### src/hdl/regalloc_pkg.sv
// Shared types and codes for the register allocator with symbol binding.
// No dependencies; the interfaces, the scanner, the top level and the bench import this package.
package regalloc_pkg;

	// Default sizes of the register table
	localparam int NUM_REGS_DEF    = 8;
	localparam int SYMBOL_BITS_DEF = 16;

	// Fixed field widths of the request and response channels
	localparam int OP_W   = 2;
	localparam int SYM_W  = 16;
	localparam int KIND_W = 2;
	localparam int VAL_W  = 16;
	localparam int REG_W  = 3;
	localparam int OUTK_W = 2;

	// Request opcodes
	localparam logic [OP_W-1:0] OP_GET_FREE = 2'd0;
	localparam logic [OP_W-1:0] OP_GET_SYM  = 2'd1;
	localparam logic [OP_W-1:0] OP_ASSIGN   = 2'd2;
	localparam logic [OP_W-1:0] OP_FREE     = 2'd3;

	// Symbol kinds
	localparam logic [KIND_W-1:0] KIND_CONST = 2'd1;
	localparam logic [KIND_W-1:0] KIND_VAR   = 2'd2;

	// Response kinds
	localparam logic [OUTK_W-1:0] OUT_ANSWER = 2'd0;
	localparam logic [OUTK_W-1:0] OUT_LDI    = 2'd1;
	localparam logic [OUTK_W-1:0] OUT_LDIND  = 2'd2;
	localparam logic [OUTK_W-1:0] OUT_FULL   = 2'd3;

	// One response line
	typedef struct packed {
		logic [OUTK_W-1:0] kind;
		logic [REG_W-1:0]  dest;
		logic [REG_W-1:0]  src;
		logic [VAL_W-1:0]  imm;
		logic              last;
	} res_t;

	// Status handed from the table scanner to the sequencer
	typedef struct packed {
		logic done;
		logic hit;
		logic free0_ok;
		logic free1_ok;
	} scan_flags_t;

endpackage

### src/hdl/regalloc_if.sv
// Valid/ready channel interfaces for requests and responses.
// Depends on regalloc_pkg for field widths.
interface regalloc_in_if import regalloc_pkg::*; ();
	logic              valid;
	logic              ready;
	logic [OP_W-1:0]   opcode;
	logic [SYM_W-1:0]  symbol_id;
	logic [KIND_W-1:0] symbol_kind;
	logic [VAL_W-1:0]  symbol_value;
	logic [REG_W-1:0]  reg_number;

	modport source (output valid, opcode, symbol_id, symbol_kind, symbol_value, reg_number,
		input ready);
	modport sink (input valid, opcode, symbol_id, symbol_kind, symbol_value, reg_number,
		output ready);
endinterface

interface regalloc_out_if import regalloc_pkg::*; ();
	logic              valid;
	logic              ready;
	logic [OUTK_W-1:0] out_kind;
	logic [REG_W-1:0]  dest_reg;
	logic [REG_W-1:0]  src_reg;
	logic [VAL_W-1:0]  immediate;
	logic              last;

	modport source (output valid, out_kind, dest_reg, src_reg, immediate, last, input ready);
	modport sink (input valid, out_kind, dest_reg, src_reg, immediate, last, output ready);
endinterface

### src/hdl/regalloc_ram.sv
// Generic single-write, single-read RAM with registered read data.
// No dependencies.
module regalloc_ram #(
	parameter int WIDTH = 16,
	parameter int DEPTH = 8,
	localparam int AW = $clog2(DEPTH)
) (
	input  logic             clk,
	input  logic             we,
	input  logic [AW-1:0]    waddr,
	input  logic [WIDTH-1:0] wdata,
	input  logic [AW-1:0]    raddr,
	output logic [WIDTH-1:0] rdata
);

	logic [WIDTH-1:0] mem [DEPTH];

	// Write port and registered read port
	always_ff @(posedge clk) begin
		if (we) begin
			mem[waddr] <= wdata;
		end
		rdata <= mem[raddr];
	end

endmodule

### src/hdl/regalloc_scan.sv
// Table scanner: walks the register table one entry a cycle through the symbol RAM,
// with one shared symbol comparator; finds the lowest hit and the two lowest free entries.
// Depends on regalloc_pkg.
module regalloc_scan import regalloc_pkg::*; #(
	parameter int NUM_REGS = NUM_REGS_DEF,
	parameter int SW = SYMBOL_BITS_DEF,
	localparam int RW = $clog2(NUM_REGS)
) (
	input  logic                clk,
	input  logic                arst_n,
	input  logic                start,
	input  logic [SW-1:0]       symbol,
	input  logic [NUM_REGS-1:0] allocated,
	input  logic [NUM_REGS-1:0] bound,
	output logic [RW-1:0]       rd_addr,
	input  logic [SW-1:0]       rd_data,
	output scan_flags_t         flags,
	output logic [RW-1:0]       hit_idx,
	output logic [RW-1:0]       free0_idx,
	output logic [RW-1:0]       free1_idx
);

	localparam logic [RW-1:0] LAST = RW'(NUM_REGS - 1);

	logic          busy_q;
	logic [RW-1:0] idx_q;
	logic          valid_s1;
	logic          last_s1;
	logic [RW-1:0] idx_s1;
	logic          hit_q;
	logic          f0ok_q;
	logic          f1ok_q;
	logic          done_q;
	logic [RW-1:0] hit_idx_q;
	logic [RW-1:0] f0_q;
	logic [RW-1:0] f1_q;
	logic          match;
	logic          is_free;

	assign rd_addr = idx_q;

	// Shared comparator on the entry whose symbol is coming out of the RAM
	assign match   = allocated[idx_s1] && bound[idx_s1] && (rd_data == symbol);
	assign is_free = !allocated[idx_s1];

	// Scan control and result flags
	always_ff @(posedge clk or negedge arst_n) begin
		if (!arst_n) begin
			busy_q   <= 1'b0;
			valid_s1 <= 1'b0;
			last_s1  <= 1'b0;
			done_q   <= 1'b0;
			hit_q    <= 1'b0;
			f0ok_q   <= 1'b0;
			f1ok_q   <= 1'b0;
		end else begin
			done_q   <= valid_s1 && last_s1;
			valid_s1 <= busy_q;
			last_s1  <= busy_q && (idx_q == LAST);
			if (start) begin
				busy_q <= 1'b1;
				hit_q  <= 1'b0;
				f0ok_q <= 1'b0;
				f1ok_q <= 1'b0;
			end else begin
				if (busy_q && (idx_q == LAST)) begin
					busy_q <= 1'b0;
				end
				if (valid_s1) begin
					if (match) begin
						hit_q <= 1'b1;
					end
					if (is_free) begin
						if (!f0ok_q) begin
							f0ok_q <= 1'b1;
						end else begin
							f1ok_q <= 1'b1;
						end
					end
				end
			end
		end
	end

	// Entry counter and captured indexes
	always_ff @(posedge clk) begin
		idx_s1 <= idx_q;
		if (start) begin
			idx_q <= '0;
		end else begin
			if (busy_q) begin
				idx_q <= idx_q + RW'(1);
			end
			if (valid_s1) begin
				if (match && !hit_q) begin
					hit_idx_q <= idx_s1;
				end
				if (is_free) begin
					if (!f0ok_q) begin
						f0_q <= idx_s1;
					end else if (!f1ok_q) begin
						f1_q <= idx_s1;
					end
				end
			end
		end
	end

	assign flags.done     = done_q;
	assign flags.hit      = hit_q;
	assign flags.free0_ok = f0ok_q;
	assign flags.free1_ok = f1ok_q;
	assign hit_idx        = hit_idx_q;
	assign free0_idx      = f0_q;
	assign free1_idx      = f1_q;

endmodule

### src/hdl/register_allocator_with_binding_top.sv
// Register allocator with symbol binding: top level with request sequencer.
// Depends on regalloc_pkg, regalloc_if, regalloc_ram and regalloc_scan.
//
// Requests arrive on req (valid/ready) and carry an opcode: get free, get for
// symbol, assign or free. Responses leave on rsp (valid/ready), one line per
// transfer, with last set on the final line of a request.
// Assign and free take effect on their transfer and produce no response.
// Get free and get for symbol run a scan of the register table: the scanner reads
// the symbol RAM one entry a cycle through a single comparator, and the response
// lines are built when the scan is done. Up to three lines are sent, one per
// cycle while rsp is ready.
// req.ready is high only while no request is in progress, so the next request
// is not taken before the last line of the current one has gone out; a stalled
// receiver simply holds the current line and the next request waits.
// Reset clears the allocated and bound marks at once; the symbol RAM is not
// cleared, as an entry is only looked at while its bound mark is set.
module register_allocator_with_binding_top import regalloc_pkg::*; #(
	parameter int NUM_REGS = NUM_REGS_DEF,
	parameter int SYMBOL_BITS = SYMBOL_BITS_DEF
) (
	input logic             clk,
	input logic             arst_n,
	regalloc_in_if.sink     req,
	regalloc_out_if.source  rsp
);

	localparam int RW = $clog2(NUM_REGS);
	localparam int SW = (SYMBOL_BITS < SYM_W) ? SYMBOL_BITS : SYM_W;

	// Sequencer states
	localparam logic [1:0] ST_IDLE = 2'd0;
	localparam logic [1:0] ST_SCAN = 2'd1;
	localparam logic [1:0] ST_EMIT = 2'd2;

	logic [1:0]          state_q;
	logic [OP_W-1:0]     op_q;
	logic [SW-1:0]       sym_q;
	logic [KIND_W-1:0]   kind_q;
	logic [VAL_W-1:0]    val_q;
	logic [NUM_REGS-1:0] alloc_q;
	logic [NUM_REGS-1:0] bound_q;
	res_t                res_q [3];
	logic [1:0]          ptr_q;
	logic [1:0]          last_idx_q;

	logic                accept;
	logic                scan_start;
	logic [RW-1:0]       reg_idx;
	logic                reg_ok;
	logic [RW-1:0]       rd_addr;
	logic [SW-1:0]       rd_data;
	scan_flags_t         flags;
	logic [RW-1:0]       hit_idx;
	logic [RW-1:0]       f0_idx;
	logic [RW-1:0]       f1_idx;
	logic                ram_we;
	logic [RW-1:0]       ram_waddr;
	logic [SW-1:0]       ram_wdata;
	logic                decide;
	logic                sym_mode;
	res_t                dec_res [3];
	logic [1:0]          dec_last;
	logic                dec_take;
	logic                dec_bind;
	logic                rsp_xfer;

	assign req.ready  = (state_q == ST_IDLE);
	assign accept     = req.valid && req.ready;
	assign scan_start = accept && ((req.opcode == OP_GET_FREE) || (req.opcode == OP_GET_SYM));
	assign reg_idx    = RW'(req.reg_number);
	assign reg_ok     = int'(req.reg_number) < NUM_REGS;
	assign decide     = (state_q == ST_SCAN) && flags.done;
	assign sym_mode   = (op_q == OP_GET_SYM) && ((kind_q == KIND_CONST) || (kind_q == KIND_VAR));
	assign rsp_xfer   = rsp.valid && rsp.ready;

	// Symbol RAM: assign writes the incoming symbol, a binding get the captured one
	assign ram_we    = (accept && (req.opcode == OP_ASSIGN) && reg_ok && alloc_q[reg_idx]) ||
		(decide && dec_take && dec_bind);
	assign ram_waddr = decide ? f0_idx : reg_idx;
	assign ram_wdata = decide ? sym_q : req.symbol_id[SW-1:0];

	regalloc_ram #(
		.WIDTH(SW),
		.DEPTH(NUM_REGS)
	) u_sym_ram (
		.clk  (clk),
		.we   (ram_we),
		.waddr(ram_waddr),
		.wdata(ram_wdata),
		.raddr(rd_addr),
		.rdata(rd_data)
	);

	regalloc_scan #(
		.NUM_REGS(NUM_REGS),
		.SW(SW)
	) u_scan (
		.clk      (clk),
		.arst_n   (arst_n),
		.start    (scan_start),
		.symbol   (sym_q),
		.allocated(alloc_q),
		.bound    (bound_q),
		.rd_addr  (rd_addr),
		.rd_data  (rd_data),
		.flags    (flags),
		.hit_idx  (hit_idx),
		.free0_idx(f0_idx),
		.free1_idx(f1_idx)
	);

	// Outcome of a finished scan: response lines and table update
	always_comb begin
		for (int i = 0; i < 3; i++) begin
			dec_res[i] = '{kind: OUT_FULL, dest: '0, src: '0, imm: '0, last: 1'b1};
		end
		dec_last = 2'd0;
		dec_take = 1'b0;
		dec_bind = 1'b0;
		if (!sym_mode) begin
			if (flags.free0_ok) begin
				dec_take   = 1'b1;
				dec_res[0] = '{kind: OUT_ANSWER, dest: REG_W'(f0_idx), src: '0, imm: '0,
					last: 1'b1};
			end
		end else if (flags.hit) begin
			dec_res[0] = '{kind: OUT_ANSWER, dest: REG_W'(hit_idx), src: '0, imm: '0,
				last: 1'b1};
		end else if (flags.free0_ok) begin
			if (kind_q == KIND_CONST) begin
				dec_take   = 1'b1;
				dec_bind   = 1'b1;
				dec_last   = 2'd1;
				dec_res[0] = '{kind: OUT_LDI, dest: REG_W'(f0_idx), src: '0, imm: val_q,
					last: 1'b0};
				dec_res[1] = '{kind: OUT_ANSWER, dest: REG_W'(f0_idx), src: '0, imm: '0,
					last: 1'b1};
			end else if (flags.free1_ok) begin
				// variable: scratch register takes the address, then indirect load
				dec_take   = 1'b1;
				dec_bind   = 1'b1;
				dec_last   = 2'd2;
				dec_res[0] = '{kind: OUT_LDI, dest: REG_W'(f1_idx), src: '0, imm: val_q,
					last: 1'b0};
				dec_res[1] = '{kind: OUT_LDIND, dest: REG_W'(f0_idx), src: REG_W'(f1_idx),
					imm: '0, last: 1'b0};
				dec_res[2] = '{kind: OUT_ANSWER, dest: REG_W'(f0_idx), src: '0, imm: '0,
					last: 1'b1};
			end
		end
	end

	// Sequencer and table marks
	always_ff @(posedge clk or negedge arst_n) begin
		if (!arst_n) begin
			state_q    <= ST_IDLE;
			alloc_q    <= '0;
			bound_q    <= '0;
			ptr_q      <= 2'd0;
			last_idx_q <= 2'd0;
		end else begin
			unique case (state_q)
				ST_IDLE: begin
					if (accept) begin
						if (scan_start) begin
							state_q <= ST_SCAN;
						end else if (reg_ok) begin
							if (req.opcode == OP_ASSIGN) begin
								if (alloc_q[reg_idx]) begin
									bound_q[reg_idx] <= 1'b1;
								end
							end else begin
								alloc_q[reg_idx] <= 1'b0;
								bound_q[reg_idx] <= 1'b0;
							end
						end
					end
				end
				ST_SCAN: begin
					if (decide) begin
						state_q    <= ST_EMIT;
						ptr_q      <= 2'd0;
						last_idx_q <= dec_last;
						if (dec_take) begin
							alloc_q[f0_idx] <= 1'b1;
							bound_q[f0_idx] <= dec_bind;
						end
					end
				end
				ST_EMIT: begin
					if (rsp_xfer) begin
						if (ptr_q == last_idx_q) begin
							state_q <= ST_IDLE;
						end else begin
							ptr_q <= ptr_q + 2'd1;
						end
					end
				end
				default: begin
					state_q <= ST_IDLE;
				end
			endcase
		end
	end

	// Request capture and response lines
	always_ff @(posedge clk) begin
		if (accept) begin
			op_q   <= req.opcode;
			sym_q  <= req.symbol_id[SW-1:0];
			kind_q <= req.symbol_kind;
			val_q  <= req.symbol_value;
		end
		if (decide) begin
			for (int i = 0; i < 3; i++) begin
				res_q[i] <= dec_res[i];
			end
		end
	end

	assign rsp.valid     = (state_q == ST_EMIT);
	assign rsp.out_kind  = res_q[ptr_q].kind;
	assign rsp.dest_reg  = res_q[ptr_q].dest;
	assign rsp.src_reg   = res_q[ptr_q].src;
	assign rsp.immediate = res_q[ptr_q].imm;
	assign rsp.last      = res_q[ptr_q].last;

endmodule

### src/flat_wrapper.sv
// flat-port wrapper written by rule: the top's interface ports become plain ports
module register_allocator_with_binding_top_flat import regalloc_pkg::*;
#(
	parameter int NUM_REGS = NUM_REGS_DEF,
	parameter int SYMBOL_BITS = SYMBOL_BITS_DEF
)
  (clk, arst_n, req_valid, req_opcode, req_symbol_id, req_symbol_kind, req_symbol_value, req_reg_number, req_ready, rsp_valid, rsp_out_kind, rsp_dest_reg, rsp_src_reg, rsp_immediate, rsp_last, rsp_ready);
  regalloc_in_if req_i ();
  regalloc_out_if rsp_i ();
  input logic clk;
  input logic arst_n;
  input wire logic [$bits(req_i.valid)-1:0] req_valid;
  input wire logic [$bits(req_i.opcode)-1:0] req_opcode;
  input wire logic [$bits(req_i.symbol_id)-1:0] req_symbol_id;
  input wire logic [$bits(req_i.symbol_kind)-1:0] req_symbol_kind;
  input wire logic [$bits(req_i.symbol_value)-1:0] req_symbol_value;
  input wire logic [$bits(req_i.reg_number)-1:0] req_reg_number;
  output wire logic [$bits(req_i.ready)-1:0] req_ready;
  output wire logic [$bits(rsp_i.valid)-1:0] rsp_valid;
  output wire logic [$bits(rsp_i.out_kind)-1:0] rsp_out_kind;
  output wire logic [$bits(rsp_i.dest_reg)-1:0] rsp_dest_reg;
  output wire logic [$bits(rsp_i.src_reg)-1:0] rsp_src_reg;
  output wire logic [$bits(rsp_i.immediate)-1:0] rsp_immediate;
  output wire logic [$bits(rsp_i.last)-1:0] rsp_last;
  input wire logic [$bits(rsp_i.ready)-1:0] rsp_ready;
  assign req_i.valid = req_valid;
  assign req_i.opcode = req_opcode;
  assign req_i.symbol_id = req_symbol_id;
  assign req_i.symbol_kind = req_symbol_kind;
  assign req_i.symbol_value = req_symbol_value;
  assign req_i.reg_number = req_reg_number;
  assign req_ready = req_i.ready;
  assign rsp_valid = rsp_i.valid;
  assign rsp_out_kind = rsp_i.out_kind;
  assign rsp_dest_reg = rsp_i.dest_reg;
  assign rsp_src_reg = rsp_i.src_reg;
  assign rsp_immediate = rsp_i.immediate;
  assign rsp_last = rsp_i.last;
  assign rsp_i.ready = rsp_ready;
  register_allocator_with_binding_top #(.NUM_REGS(NUM_REGS), .SYMBOL_BITS(SYMBOL_BITS)) u_core (.clk(clk), .arst_n(arst_n), .req(req_i), .rsp(rsp_i));
endmodule
### config.mk
export PLATFORM = sky130hd
export DESIGN_NAME = register_allocator_with_binding_top_flat
export DESIGN_NICKNAME = d
export VERILOG_FILES = /design/src/hdl/regalloc_pkg.sv /design/src/hdl/regalloc_if.sv /design/src/hdl/regalloc_ram.sv /design/src/hdl/regalloc_scan.sv /design/src/hdl/register_allocator_with_binding_top.sv /design/src/flat_wrapper.sv
export SDC_FILE = /design/constraint.sdc
export NUM_CORES = 1
export LEC_CHECK = 0
export BUFFER_PORTS_ARGS = -buffer_cell sky130_fd_sc_hd__buf_4
export CORE_ASPECT_RATIO = 1.4
export CORE_MARGIN = 1
export CORE_UTILIZATION = 39
export CTS_BUF_LIST = sky130_fd_sc_hd__clkbuf_4
export CTS_CLUSTER_DIAMETER = 150
export CTS_CLUSTER_SIZE = 8
export DETAILED_ROUTE_END_ITERATION = 7
export PLACE_DENSITY = 0.62
export SYNTH_ARGS = -nofsm -noshare
export SYNTH_HDL_FRONTEND = slang
export SYNTH_HIERARCHICAL = 1
export SYNTH_SLANG_ARGS = --single-unit
### constraint.sdc
create_clock -name clk -period 3.6 [get_ports clk]
set_input_delay 0.72 -clock clk [delete_from_list [all_inputs] [get_ports clk]]
set_output_delay 0.72 -clock clk [all_outputs]
set_load 0.02 [all_outputs]
==> out/metrics.json, run 1 <==
{
  "drt": {
    "route.antenna.remaining_nets": 0,
    "detail_route.drc_violations": 0,
    "vias_per_cell": 5.15,
    "detail_route.iter0.violations": 410,
    "dr_total_vias": 5807,
    "dr.pass1.iters": 4,
    "dr_wl_cell_um": 19.9,
    "wl_mm": 22.4
  },
  "worst_hold_path": {
    "timing.hold.worst_endpoint": "u_core/sym_q[2]",
    "min_path_cells": 1,
    "worstHoldPathType": "in -> reg",
    "hold_start": "req_symbol_id[2]"
  },
  "layout": {
    "register_area_um2": 7380,
    "area_growth_syn_to_layout_pct": 14.0,
    "multiInputGateArea_um2": 3030,
    "postLayoutCoreUtil_pct": 45.3,
    "drive_gt1_share_pct": 25.8,
    "filler_instances": 2425,
    "layout.nets": 778
  },
  "yosys": {
    "synth_top_cell_by_area": "edfxtp_1",
    "ys_seq_elements": 258,
    "share_of_the_synthesized_area_in_compound_gates_ao_oa_aoi_oai_pct": 3.96,
    "netlist_top_cells_count": "edfxtp_1 (207), and2_1 (47), nand2_1 (36)",
    "syn-mean-instance-area_um2": 16.7,
    "portion_of_netlist_area_occupied_by_mux_cells_pct": 14.0,
    "synth-main-ff-cell": "edfxtp_1",
    "synth_simple_gate_area_share_pct": 8.46,
    "synth_adder_area_share_pct": 0.352,
    "post_syn_instances": 639,
    "synth_cell_type_count": 53,
    "synth_xor_area_share_pct": 1.56,
    "synthMostInstantiatedCell": "edfxtp_1",
    "async_reset_ff_share_pct": 11.2,
    "synth_area_um2": 10700,
    "area_contributors_post_synth": "edfxtp_1 (58%), mux4_1 (7.9%), dfrtp_1 (6.8%), dfxtp_1 (4.1%), and2_1 (2.8%)",
    "synth_fp_nets": 685,
    "synth_sequential_area_ratio_pct": 69.3,
    "yosysTopAreaCellShare_pct": 58.4,
    "synth_top_family_by_area": "multiplexers",
    "synth-edff-count": 207,
    "synth_warnings": 6
  },
  "clock_network": {
    "insertion_delay_ns": 0.64,
    "ctsRootBufferMaster": "clkbuf_4",
    "cts-root-to-sink-buffers": 3,
    "clock_buffers_created_by_tritoncts": 38,
    "htreeDepth": 2,
    "clkSinkCount": 258,
    "tritoncts": "built",
    "clkTransAtPathRegs_ns": 0.09,
    "post_cts_buffers": 0
  },
  "place": {
    "post-dp-hpwl_mm": 15.4,
    "gp_congestion": 0.846,
    "placement.io_buffers": 69
  },
  "timing": {
    "max_clock_freq_mhz": 351,
    "finalMaxSlewViolations": 0,
    "grt_setup_unrepaired": "no",
    "fin_crit_period_ns": 2.85,
    "finalSetupTns_ns": 0,
    "worst_slew_pin_slew_ns": 1.12,
    "post-route-period-util_pct": 79.0,
    "fin_worst_skew_ns": 0.0614,
    "final-setup-viol-count": 0,
    "number_of_hold_violations_in_the_final_report": 0,
    "timing.max_slew.rel_slack_pct": 25.7
  },
  "floorplan": {
    "die_width_um": 142,
    "start_util_pct": 39.7,
    "top_level_ports": 70,
    "coreArea_um2": 26800,
    "die_height_um": 198,
    "floorplan.rows": 71,
    "die_area_um2": 28000
  },
  "grt": {
    "grt_first_pass_wirelength_mm": 34.5,
    "grt_overflow": 0,
    "antenna_found_initial": 1,
    "grt_util_all_layers_pct": 16.6,
    "grt_pass1_vias": 6027,
    "maximum_number_of_pins_on_one_net_before_global_route_repair": 46
  },
  "pwr": {
    "ir_drop_v": 0.000347,
    "power.leakage_nw": 4.36,
    "pwr_density_nw_per_um2": 621
  },
  "setup_path": {
    "r2r_setup_slack_ns": 0.75,
    "critPathMaxFanout": 15,
    "end_kind": "register",
    "cp-start-kind": "register",
    "r2r_end": "u_core/u_sym_ram/mem[6][13]",
    "worstPathRequired_ns": 3.89,
    "regToRegStartpoint": "u_core/kind_q[0]",
    "critical_path_arrival_ns": 3.14,
    "timing_worst_setup_path_type": "reg -> reg",
    "worstRegToRegCells": 9
  },
  "status": {
    "result_of_the_run": "complete, no violations"
  },
  "run": {
    "max_cap_violations": 0
  }
}
worst max-delay path by stage:
stage	slack (ns)	to	start
global route	0.57	u_core/u_sym_ram/mem[7][13]	u_core/kind_q[0]
floorplan	0.36	u_core/u_sym_ram/mem[1][0]	u_core/state_q[0]
CTS	0.75	rsp_immediate[12]	u_core/ptr_q[0]
global placement	0.90	u_core/u_sym_ram/mem[6][1]	req_reg_number[2]
detailed placement	0.82	u_core/u_sym_ram/mem[6][3]	req_reg_number[2]
finish	0.75	u_core/u_sym_ram/mem[6][13]	u_core/kind_q[0]
cell families (layout without fill, tap and decap cells):
group,Yosys count,after routing
flops,258,258
simple gates,165,165
mux,87,87
compound gates,61,61
buf+inv,46,168
xor+xnor,19,19
fa+ha+maj,3,3
other cells,0,1
metal layers:
layer / track usage (%) / routed length [um] / share of wire [%] / vias up
met1: 19.3 / 8830 / 39 / 2944
li1: - / - / - / 2663
met3: 3.32 / 989 / 4.4 / 43
met5: 0 / 0 / 0 / -
met2: 29.7 / 11900 / 53 / 157
met4: 6.93 / 695 / 3.1 / 0
sequential cells by signal, indices dropped and copies added (netlist names), 3 cells and up, named ones only:
| name | flops |
|---|---|
| u_core/u_sym_ram/rdata | 16 |
| u_core/res_q | 34 |
| u_core/alloc_q | 8 |
| u_core/u_sym_ram/mem | 128 |
| u_core/u_scan/hit_idx | 3 |
| u_core/val_q | 16 |
| u_core/u_scan/free0_idx | 3 |
| u_core/u_scan/idx_s1 | 3 |
| u_core/sym_q | 16 |
| u_core/u_scan/rd_addr | 3 |
| u_core/u_scan/free1_idx | 3 |
layout by cell type (no fill, tap or decap), drive strengths merged, types with 7 or more instances in the layout:
cell type	Yosys	routed
nand3	7	7
edfxtp	207	207
o21a	7	7
nor3	14	14
mux2i	11	11
xor2	15	15
nor2	25	25
nand2b	8	8
mux4	36	36
inv	13	12
nand2	36	36
dfxtp	22	22
and2	47	47
dfrtp	29	29
o22ai	8	8
clkbuf	12	66
mux2	40	40
nor2b	12	12
o21ai	16	16
buf	21	85
stage by stage:
step | hold slack, ns | setup slack, ns | cells | cell area [um2] | power [W]
floorplan | 0.366 | 0.363 | 639 | 10700 | 0.00518
global placement | 0.469 | 0.900 | 1056 | 11600 | 0.00562
detailed placement | 0.473 | 0.820 | 1056 | 11600 | 0.00567
CTS | 0.194 | 0.748 | 1126 | 12100 | 0.00764
global route | 0.182 | 0.573 | 1127 | 12100 | 0.00794
finish | 0.265 | 0.754 | 1127 | 12100 | 0.00754
area by class of cell:
class	instances	area share, %
Sequential cell	258	60.8
Multi-Input combinational cell	335	24.9
Timing Repair Buffer	86	5.44
Clock buffer	66	4.08
Tap cell	365	3.76
Clock inverter	3	0.567
Inverter	13	0.402
Antenna cell	1	0.0206
worst max-delay path, stage by stage (launching register included):
cell	delay [ns]
edfxtp_1	0.39
ha_1	0.31
nor3b_2	0.35
nand3b_1	0.17
nor2_1	0.19
inv_2	0.13
o22ai_1	0.30
nand2_1	0.18
nor2_1	0.20
buf_4	0.28
where the power goes:
group | switching (W) | leakage, nW | total, W | internal (W)
registers | 0.000466 | 2.44 | 0.00409 | 0.00362
clock network | 0.000984 | 0.336 | 0.00195 | 0.000967
logic | 0.000711 | 1.58 | 0.00150 | 0.000789
what timing repair did:
item	4_1_cts	5_1_grt
gates resized for setup	0	0
endpoints found under the hold margin	29	0
hold buffers	1	0
(Power assumes the default switching activity.)
==> run 2, diff against run 1 <==
==> constraint.sdc (replaced) <==
create_clock -name clk -period 2.7 [get_ports clk]
set_input_delay 0.54 -clock clk [delete_from_list [all_inputs] [get_ports clk]]
set_output_delay 0.54 -clock clk [all_outputs]
set_load 0.02 [all_outputs]
==> run 2 against run 1 <==
  * Power rose by 35%
  * First-iteration DRC count fell by 17%
  * Combinational power rose by 58%
  * Sequential power rose by 27%
  * Fmax rose by 18%
  * Clock-buffer cell count rose by 1
  * Setup slack got worse by 0.46 ns
  * Largest power group unchanged
  * Routed wire length fell by 1.7%
  * Critical endpoint is now u_core/u_sym_ram/mem[5][14]
  * Register-to-register slack got worse by 0.46 ns
  * Largest cell class unchanged
  * Clock power rose by 34%
  * Non-clock buffer count rose by 16
  * Sequential share of layout area fell by 1.3 points
==> out/metrics.json, run 2 (synthesis results as in run 1) <==
{
  "worst_hold_path": {
    "hold_start": "req_symbol_value[10]",
    "worstHoldPathType": "in -> reg",
    "timing.hold.worst_endpoint": "u_core/val_q[10]",
    "min_path_cells": 1
  },
  "layout": {
    "area_growth_syn_to_layout_pct": 16.6,
    "top_regs": "u_core/u_sym_ram/mem (128), u_core/res_q (34)",
    "layout.nets": 794,
    "max_ffs_per_register": 128,
    "final_common_cell": "edfxtp_1",
    "finalNonFillerCells": 1144,
    "largest_register": "u_core/u_sym_ram/mem",
    "mostFrequentLayoutCells": "edfxtp_1 (207), buf_4 (93), clkbuf_4 (67), and2_1 (47), nand2_1 (35)",
    "drive_gt1_share_pct": 28.9,
    "post-route-cell-area_um2": 12400
  },
  "clock_network": {
    "clkSinkCount": 258,
    "cts-root-to-sink-buffers": 3,
    "post_cts_buffers": 0,
    "clkTransAtPathRegs_ns": 0.10,
    "ctsRootBufferMaster": "clkbuf_4",
    "tritoncts": "built",
    "htreeDepth": 2,
    "clock_buffers_created_by_tritoncts": 38,
    "insertion_delay_ns": 0.63
  },
  "place": {
    "post-dp-hpwl_mm": 15.5,
    "placed_cells": 1072,
    "placement.io_buffers": 69,
    "placedInstanceArea_um2": 11800,
    "gp_congestion": 0.836
  },
  "grt": {
    "grt_pass1_vias": 6153,
    "grt_first_pass_wirelength_mm": 33.8,
    "grt_util_all_layers_pct": 16.1,
    "maximum_number_of_pins_on_one_net_before_global_route_repair": 42,
    "grt_overflow": 0,
    "antenna_found_initial": 1
  },
  "floorplan": {
    "coreArea_um2": 26800,
    "floorplan.rows": 71,
    "start_util_pct": 39.7,
    "die_height_um": 198,
    "top_level_ports": 70,
    "die_width_um": 142,
    "die_area_um2": 28000
  },
  "drt": {
    "route.antenna.remaining_nets": 0,
    "dr_total_vias": 5856,
    "detail_route.iter0.violations": 342,
    "dr.pass1.iters": 7,
    "dr_wl_cell_um": 19.3,
    "vias_per_cell": 5.12,
    "detail_route.drc_violations": 0,
    "wl_mm": 22.1
  },
  "pwr": {
    "power.switching_fraction_pct": 28.4,
    "design_power_total_w": 0.0102,
    "power.leakage_nw": 4.48,
    "power.net_switching_w": 0.00290,
    "pwr_density_nw_per_um2": 820,
    "power.internal_w": 0.00729,
    "p_seq_share_pct": 51.1,
    "power.share.clock_pct": 25.6,
    "ir_drop_v": 0.000383,
    "comb_power_share_pct": 23.2
  },
  "setup_path": {
    "end_kind": "register",
    "r2r_end": "u_core/u_sym_ram/mem[5][14]",
    "worst_path_max_delay_cell": "dfrtp_1",
    "cp-start-kind": "register",
    "critPathMaxFanout": 16,
    "timing.critical_path.slowest_cell_delay_ns": 0.42,
    "worstPathCellList": "nor2b_4 > nand2_1 > inv_2 > nand2_1 > nand2_1 > nand2b_1 > nor2_2 > buf_12",
    "regToRegStartpoint": "u_core/state_q[1]",
    "worstRegToRegCells": 8,
    "critical_path_arrival_ns": 2.72,
    "timing_worst_setup_path_type": "reg -> reg",
    "r2r_setup_slack_ns": 0.30,
    "worstPathRequired_ns": 3.01,
    "path_common_cell": "nand2_1"
  },
  "timing": {
    "fin_crit_period_ns": 2.40,
    "worst_slew_pin_slew_ns": 0.599,
    "final-setup-viol-count": 0,
    "finalMaxSlewViolations": 0,
    "timing.max_slew.rel_slack_pct": 59.7,
    "grt_setup_unrepaired": "no",
    "post-route-period-util_pct": 89.1,
    "number_of_hold_violations_in_the_final_report": 0,
    "finalSetupTns_ns": 0,
    "fin_worst_skew_ns": 0.0538,
    "max_clock_freq_mhz": 416
  },
  "status": {
    "result_of_the_run": "complete, no violations"
  },
  "run": {
    "max_cap_violations": 0
  }
}
[run 2: how the worst max path moves through the flow]
stage	from	end	cells after the start
3_3_place_gp	req_reg_number[2]	u_core/u_sym_ram/mem[0][8]	8
5_1_grt	u_core/kind_q[0]	u_core/u_sym_ram/mem[0][13]	9
4_1_cts	u_core/ptr_q[0]	rsp_immediate[7]	3
6_report	u_core/state_q[1]	u_core/u_sym_ram/mem[5][14]	8
3_5_place_dp	req_reg_number[2]	u_core/u_sym_ram/mem[0][7]	8
2_1_floorplan	u_core/state_q[0]	u_core/u_sym_ram/mem[0][0]	8
[run 2: timing repair]
item                                    4_1_cts  5_1_grt
gates resized for setup                       1        5
hold endpoints to repair                     29        0
hold buffers                                  1        0
endpoints found under the setup margin       16       63
[run 2: area by class of cell]
class	count	area [um2]
flip-flops and latches	258	7380
inverters	13	52.6
fillers	2387	14400
well taps	365	457
diodes	1	2.50
clock buffers	67	503
repair buffers	102	868
multi-input cells	335	3080
clock inverters	3	68.8
[run 2: critical path: cells and delay by family (launching register included)]
kind / cells / cell delay [ns]
AND/OR/NAND/NOR: 6 / 1.25
flip-flops: 1 / 0.42
buffers and inverters: 2 / 0.41
[run 2: metal layers]
metal  track usage, %  vias up  share of wire, %
met2             29.6      169                54
met1             18.3     2945                38
met4             6.29        0               3.0
met5                0        -                 0
met3             3.05       48               4.3
li1                 -     2694                 -
[run 2: power groups by stage]
| stage | registers, W | clock network [W] | logic [W] |
|---|---|---|---|
| floorplan | 0.00511 | 0 | 0.00180 |
| global placement | 0.00528 | 0 | 0.00233 |
| CTS | 0.00521 | 0.00270 | 0.00239 |
| finish | 0.00521 | 0.00261 | 0.00237 |
| detailed placement | 0.00529 | 0 | 0.00238 |
| global route | 0.00526 | 0.00287 | 0.00257 |
[run 2: per-stage QoR]
| step | utilization (%) | setup slack (ns) | hold WS, ns |
|---|---|---|---|
| final | 46.3 | 0.296 | 0.0962 |
| after global routing | 46.3 | 0.106 | 0.0269 |
| after CTS | 46.2 | 0.0640 | 0.0322 |
| after detailed placement | 44.0 | 0.0710 | 0.459 |
| after global placement | 44.0 | 0.143 | 0.441 |
| after floorplan | - | 0.0673 | 0.244 |
==> run 3, diff against run 2 <==
==> constraint.sdc (replaced) <==
create_clock -name clk -period 2.7 [get_ports clk]
set_input_delay 0.54 -clock clk [delete_from_list [all_inputs] [get_ports clk]]
set_output_delay 0.54 -clock clk [all_outputs]
set_load 0.1 [all_outputs]
==> run 3 against run 2 <==
  * Final area grew 0.20%
  * Clock power shrank 5%
  * Fmax shrank 4.4%
  * Global-route usage shrank 0.25 points
  * Setup slack lost 0.11 ns
  * Combinational power grew 6%
  * Largest power group unchanged
==> out/metrics.json, run 3 (synthesis results as in run 1) <==
{
  "status": {
    "result_of_the_run": "complete, no violations"
  },
  "floorplan": {
    "floorplan.rows": 71,
    "die_height_um": 198,
    "coreArea_um2": 26800,
    "start_util_pct": 39.7,
    "die_area_um2": 28000,
    "die_width_um": 142,
    "top_level_ports": 70
  },
  "grt": {
    "grt_first_pass_wirelength_mm": 33.5,
    "grt_overflow": 0,
    "grt_util_all_layers_pct": 15.8,
    "maximum_number_of_pins_on_one_net_before_global_route_repair": 38,
    "antenna_found_initial": 1,
    "grt_pass1_vias": 6062
  },
  "layout": {
    "final_common_cell": "edfxtp_1",
    "largest_register": "u_core/u_sym_ram/mem",
    "drive_gt1_share_pct": 28.6,
    "post-route-cell-area_um2": 12400,
    "filler_instances": 2395,
    "register_area_um2": 7390,
    "top_regs": "u_core/u_sym_ram/mem (128), u_core/res_q (34)",
    "max_ffs_per_register": 128,
    "postLayoutCoreUtil_pct": 46.4,
    "area_growth_syn_to_layout_pct": 16.8,
    "multiInputGateArea_um2": 3140,
    "mostFrequentLayoutCells": "edfxtp_1 (207), buf_4 (86), clkbuf_4 (63), and2_1 (47), nand2_1 (33)",
    "layout.nets": 792
  },
  "setup_path": {
    "worstPathRequired_ns": 2.16,
    "r2r_end": "u_core/u_sym_ram/mem[4][10]",
    "r2r_setup_slack_ns": 0.22,
    "crit_start": "u_core/ptr_q[0]",
    "regToRegStartpoint": "u_core/kind_q[0]",
    "worstRegToRegCells": 9,
    "endpoint": "rsp_immediate[12]",
    "cp-start-kind": "register",
    "critical_path_arrival_ns": 1.97,
    "end_kind": "output port",
    "timing_worst_setup_path_type": "reg -> out",
    "critPathMaxFanout": 16
  },
  "pwr": {
    "pwr_density_nw_per_um2": 818,
    "ir_drop_v": 0.000390,
    "power.leakage_nw": 4.45
  },
  "place": {
    "gp_congestion": 0.894,
    "post-dp-hpwl_mm": 14.3,
    "placedInstanceArea_um2": 11900,
    "placement.io_buffers": 69
  },
  "drt": {
    "wl_mm": 21.4,
    "route.antenna.remaining_nets": 0,
    "detail_route.iter0.violations": 376,
    "dr_total_vias": 5731,
    "detail_route.drc_violations": 0,
    "vias_per_cell": 5.03,
    "dr.pass1.iters": 6,
    "dr_wl_cell_um": 18.8
  },
  "timing": {
    "number_of_hold_violations_in_the_final_report": 0,
    "finalHoldWorstSlack_ns": 0.0574,
    "fin_worst_skew_ns": 0.0770,
    "finalMaxSlewViolations": 0,
    "worst_slew_pin_slew_ns": 0.646,
    "max_clock_freq_mhz": 398,
    "fin_crit_period_ns": 2.51,
    "timing.max_slew.rel_slack_pct": 56.8,
    "post-route-period-util_pct": 93.1,
    "grt_setup_unrepaired": "no",
    "final-setup-viol-count": 0
  },
  "clock_network": {
    "ctsRootBufferMaster": "clkbuf_4",
    "cts-root-to-sink-buffers": 3,
    "clock_buffers_created_by_tritoncts": 38,
    "post_cts_buffers": 0,
    "clkSinkCount": 258,
    "insertion_delay_ns": 0.68,
    "htreeDepth": 2,
    "tritoncts": "built",
    "clkTransAtPathRegs_ns": 0.10
  },
  "run": {
    "max_cap_violations": 0
  },
  "worst_hold_path": {
    "worstHoldPathType": "in -> reg"
  }
}
## run 3: cell types whose count changed in the layout (fill, tap and decap cells not counted), sizes merged
cell         previous run  this run
buf                   101        95
bufinv                  2         1
clkbuf                 67        63
clkinvlp                1         3
dlygate4sd3             1         5
## run 3: worst min path at each step
stage	startpoint	depth (start not counted)	slack, ns	to
after global routing	req_symbol_value[8]	1	0.002	u_core/val_q[8]
final	req_symbol_id[9]	1	0.06	u_core/sym_q[9]
after global placement	u_core/u_scan/last_s1	1	0.46	u_core/u_scan/done_q
after floorplan	arst_n	0	0.24	asynchronous set/reset pin
after detailed placement	u_core/u_scan/last_s1	1	0.47	u_core/u_scan/done_q
after CTS	req_symbol_id[8]	1	0.001	u_core/sym_q[8]
## run 3: report_power, final
part / switching (W) / total (W) / internal [W]
logic: 0.00138 / 0.00251 / 0.00113
registers: 0.000352 / 0.00518 / 0.00483
clock network: 0.00133 / 0.00248 / 0.00115
## run 3: final cells by class
class                   instances  area share, %
flip-flops and latches        258           59.4
multi-input cells             335           25.2
repair buffers                100           7.04
clock buffers                  63           3.80
well taps                     365           3.67
clock inverters                 4          0.433
inverters                      13          0.422
diodes                          1         0.0201
## run 3: timing repair
item                                   in CTS  in global routing
hold buffers                                4                  1
endpoints found under the hold margin      32                  1
resized for setup                           1                  0
setup endpoints to repair                   1                  0
## run 3: worst max-delay path, stage by stage (launching register included)
cell     delay, ns
dfrtp_2       0.54
nor2_1        0.14
buf_4         0.18
and2_1        0.14
buf_4         0.29
## run 3: layer usage
| layer | vias to the layer above | global-route usage, % | share of wire [%] |
|---|---|---|---|
| li1 | 2697 | - | - |
| met1 | 2842 | 17.3 | 39 |
| met2 | 141 | 29.7 | 54 |
| met3 | 51 | 3.08 | 4.0 |
| met4 | 0 | 6.45 | 3.0 |
| met5 | - | 0 | 0 |
## run 3: per-stage QoR
stage               total power, W  setup slack, ns  instances  setup TNS [ns]
detailed placement         0.00781            0.233       1066               0
floorplan                  0.00713           -0.171        639           -5.55
CTS                         0.0103           0.0976       1137               0
global placement           0.00775            0.278       1066               0
finish                      0.0102            0.186       1139               0
global route                0.0107          0.00322       1139               0
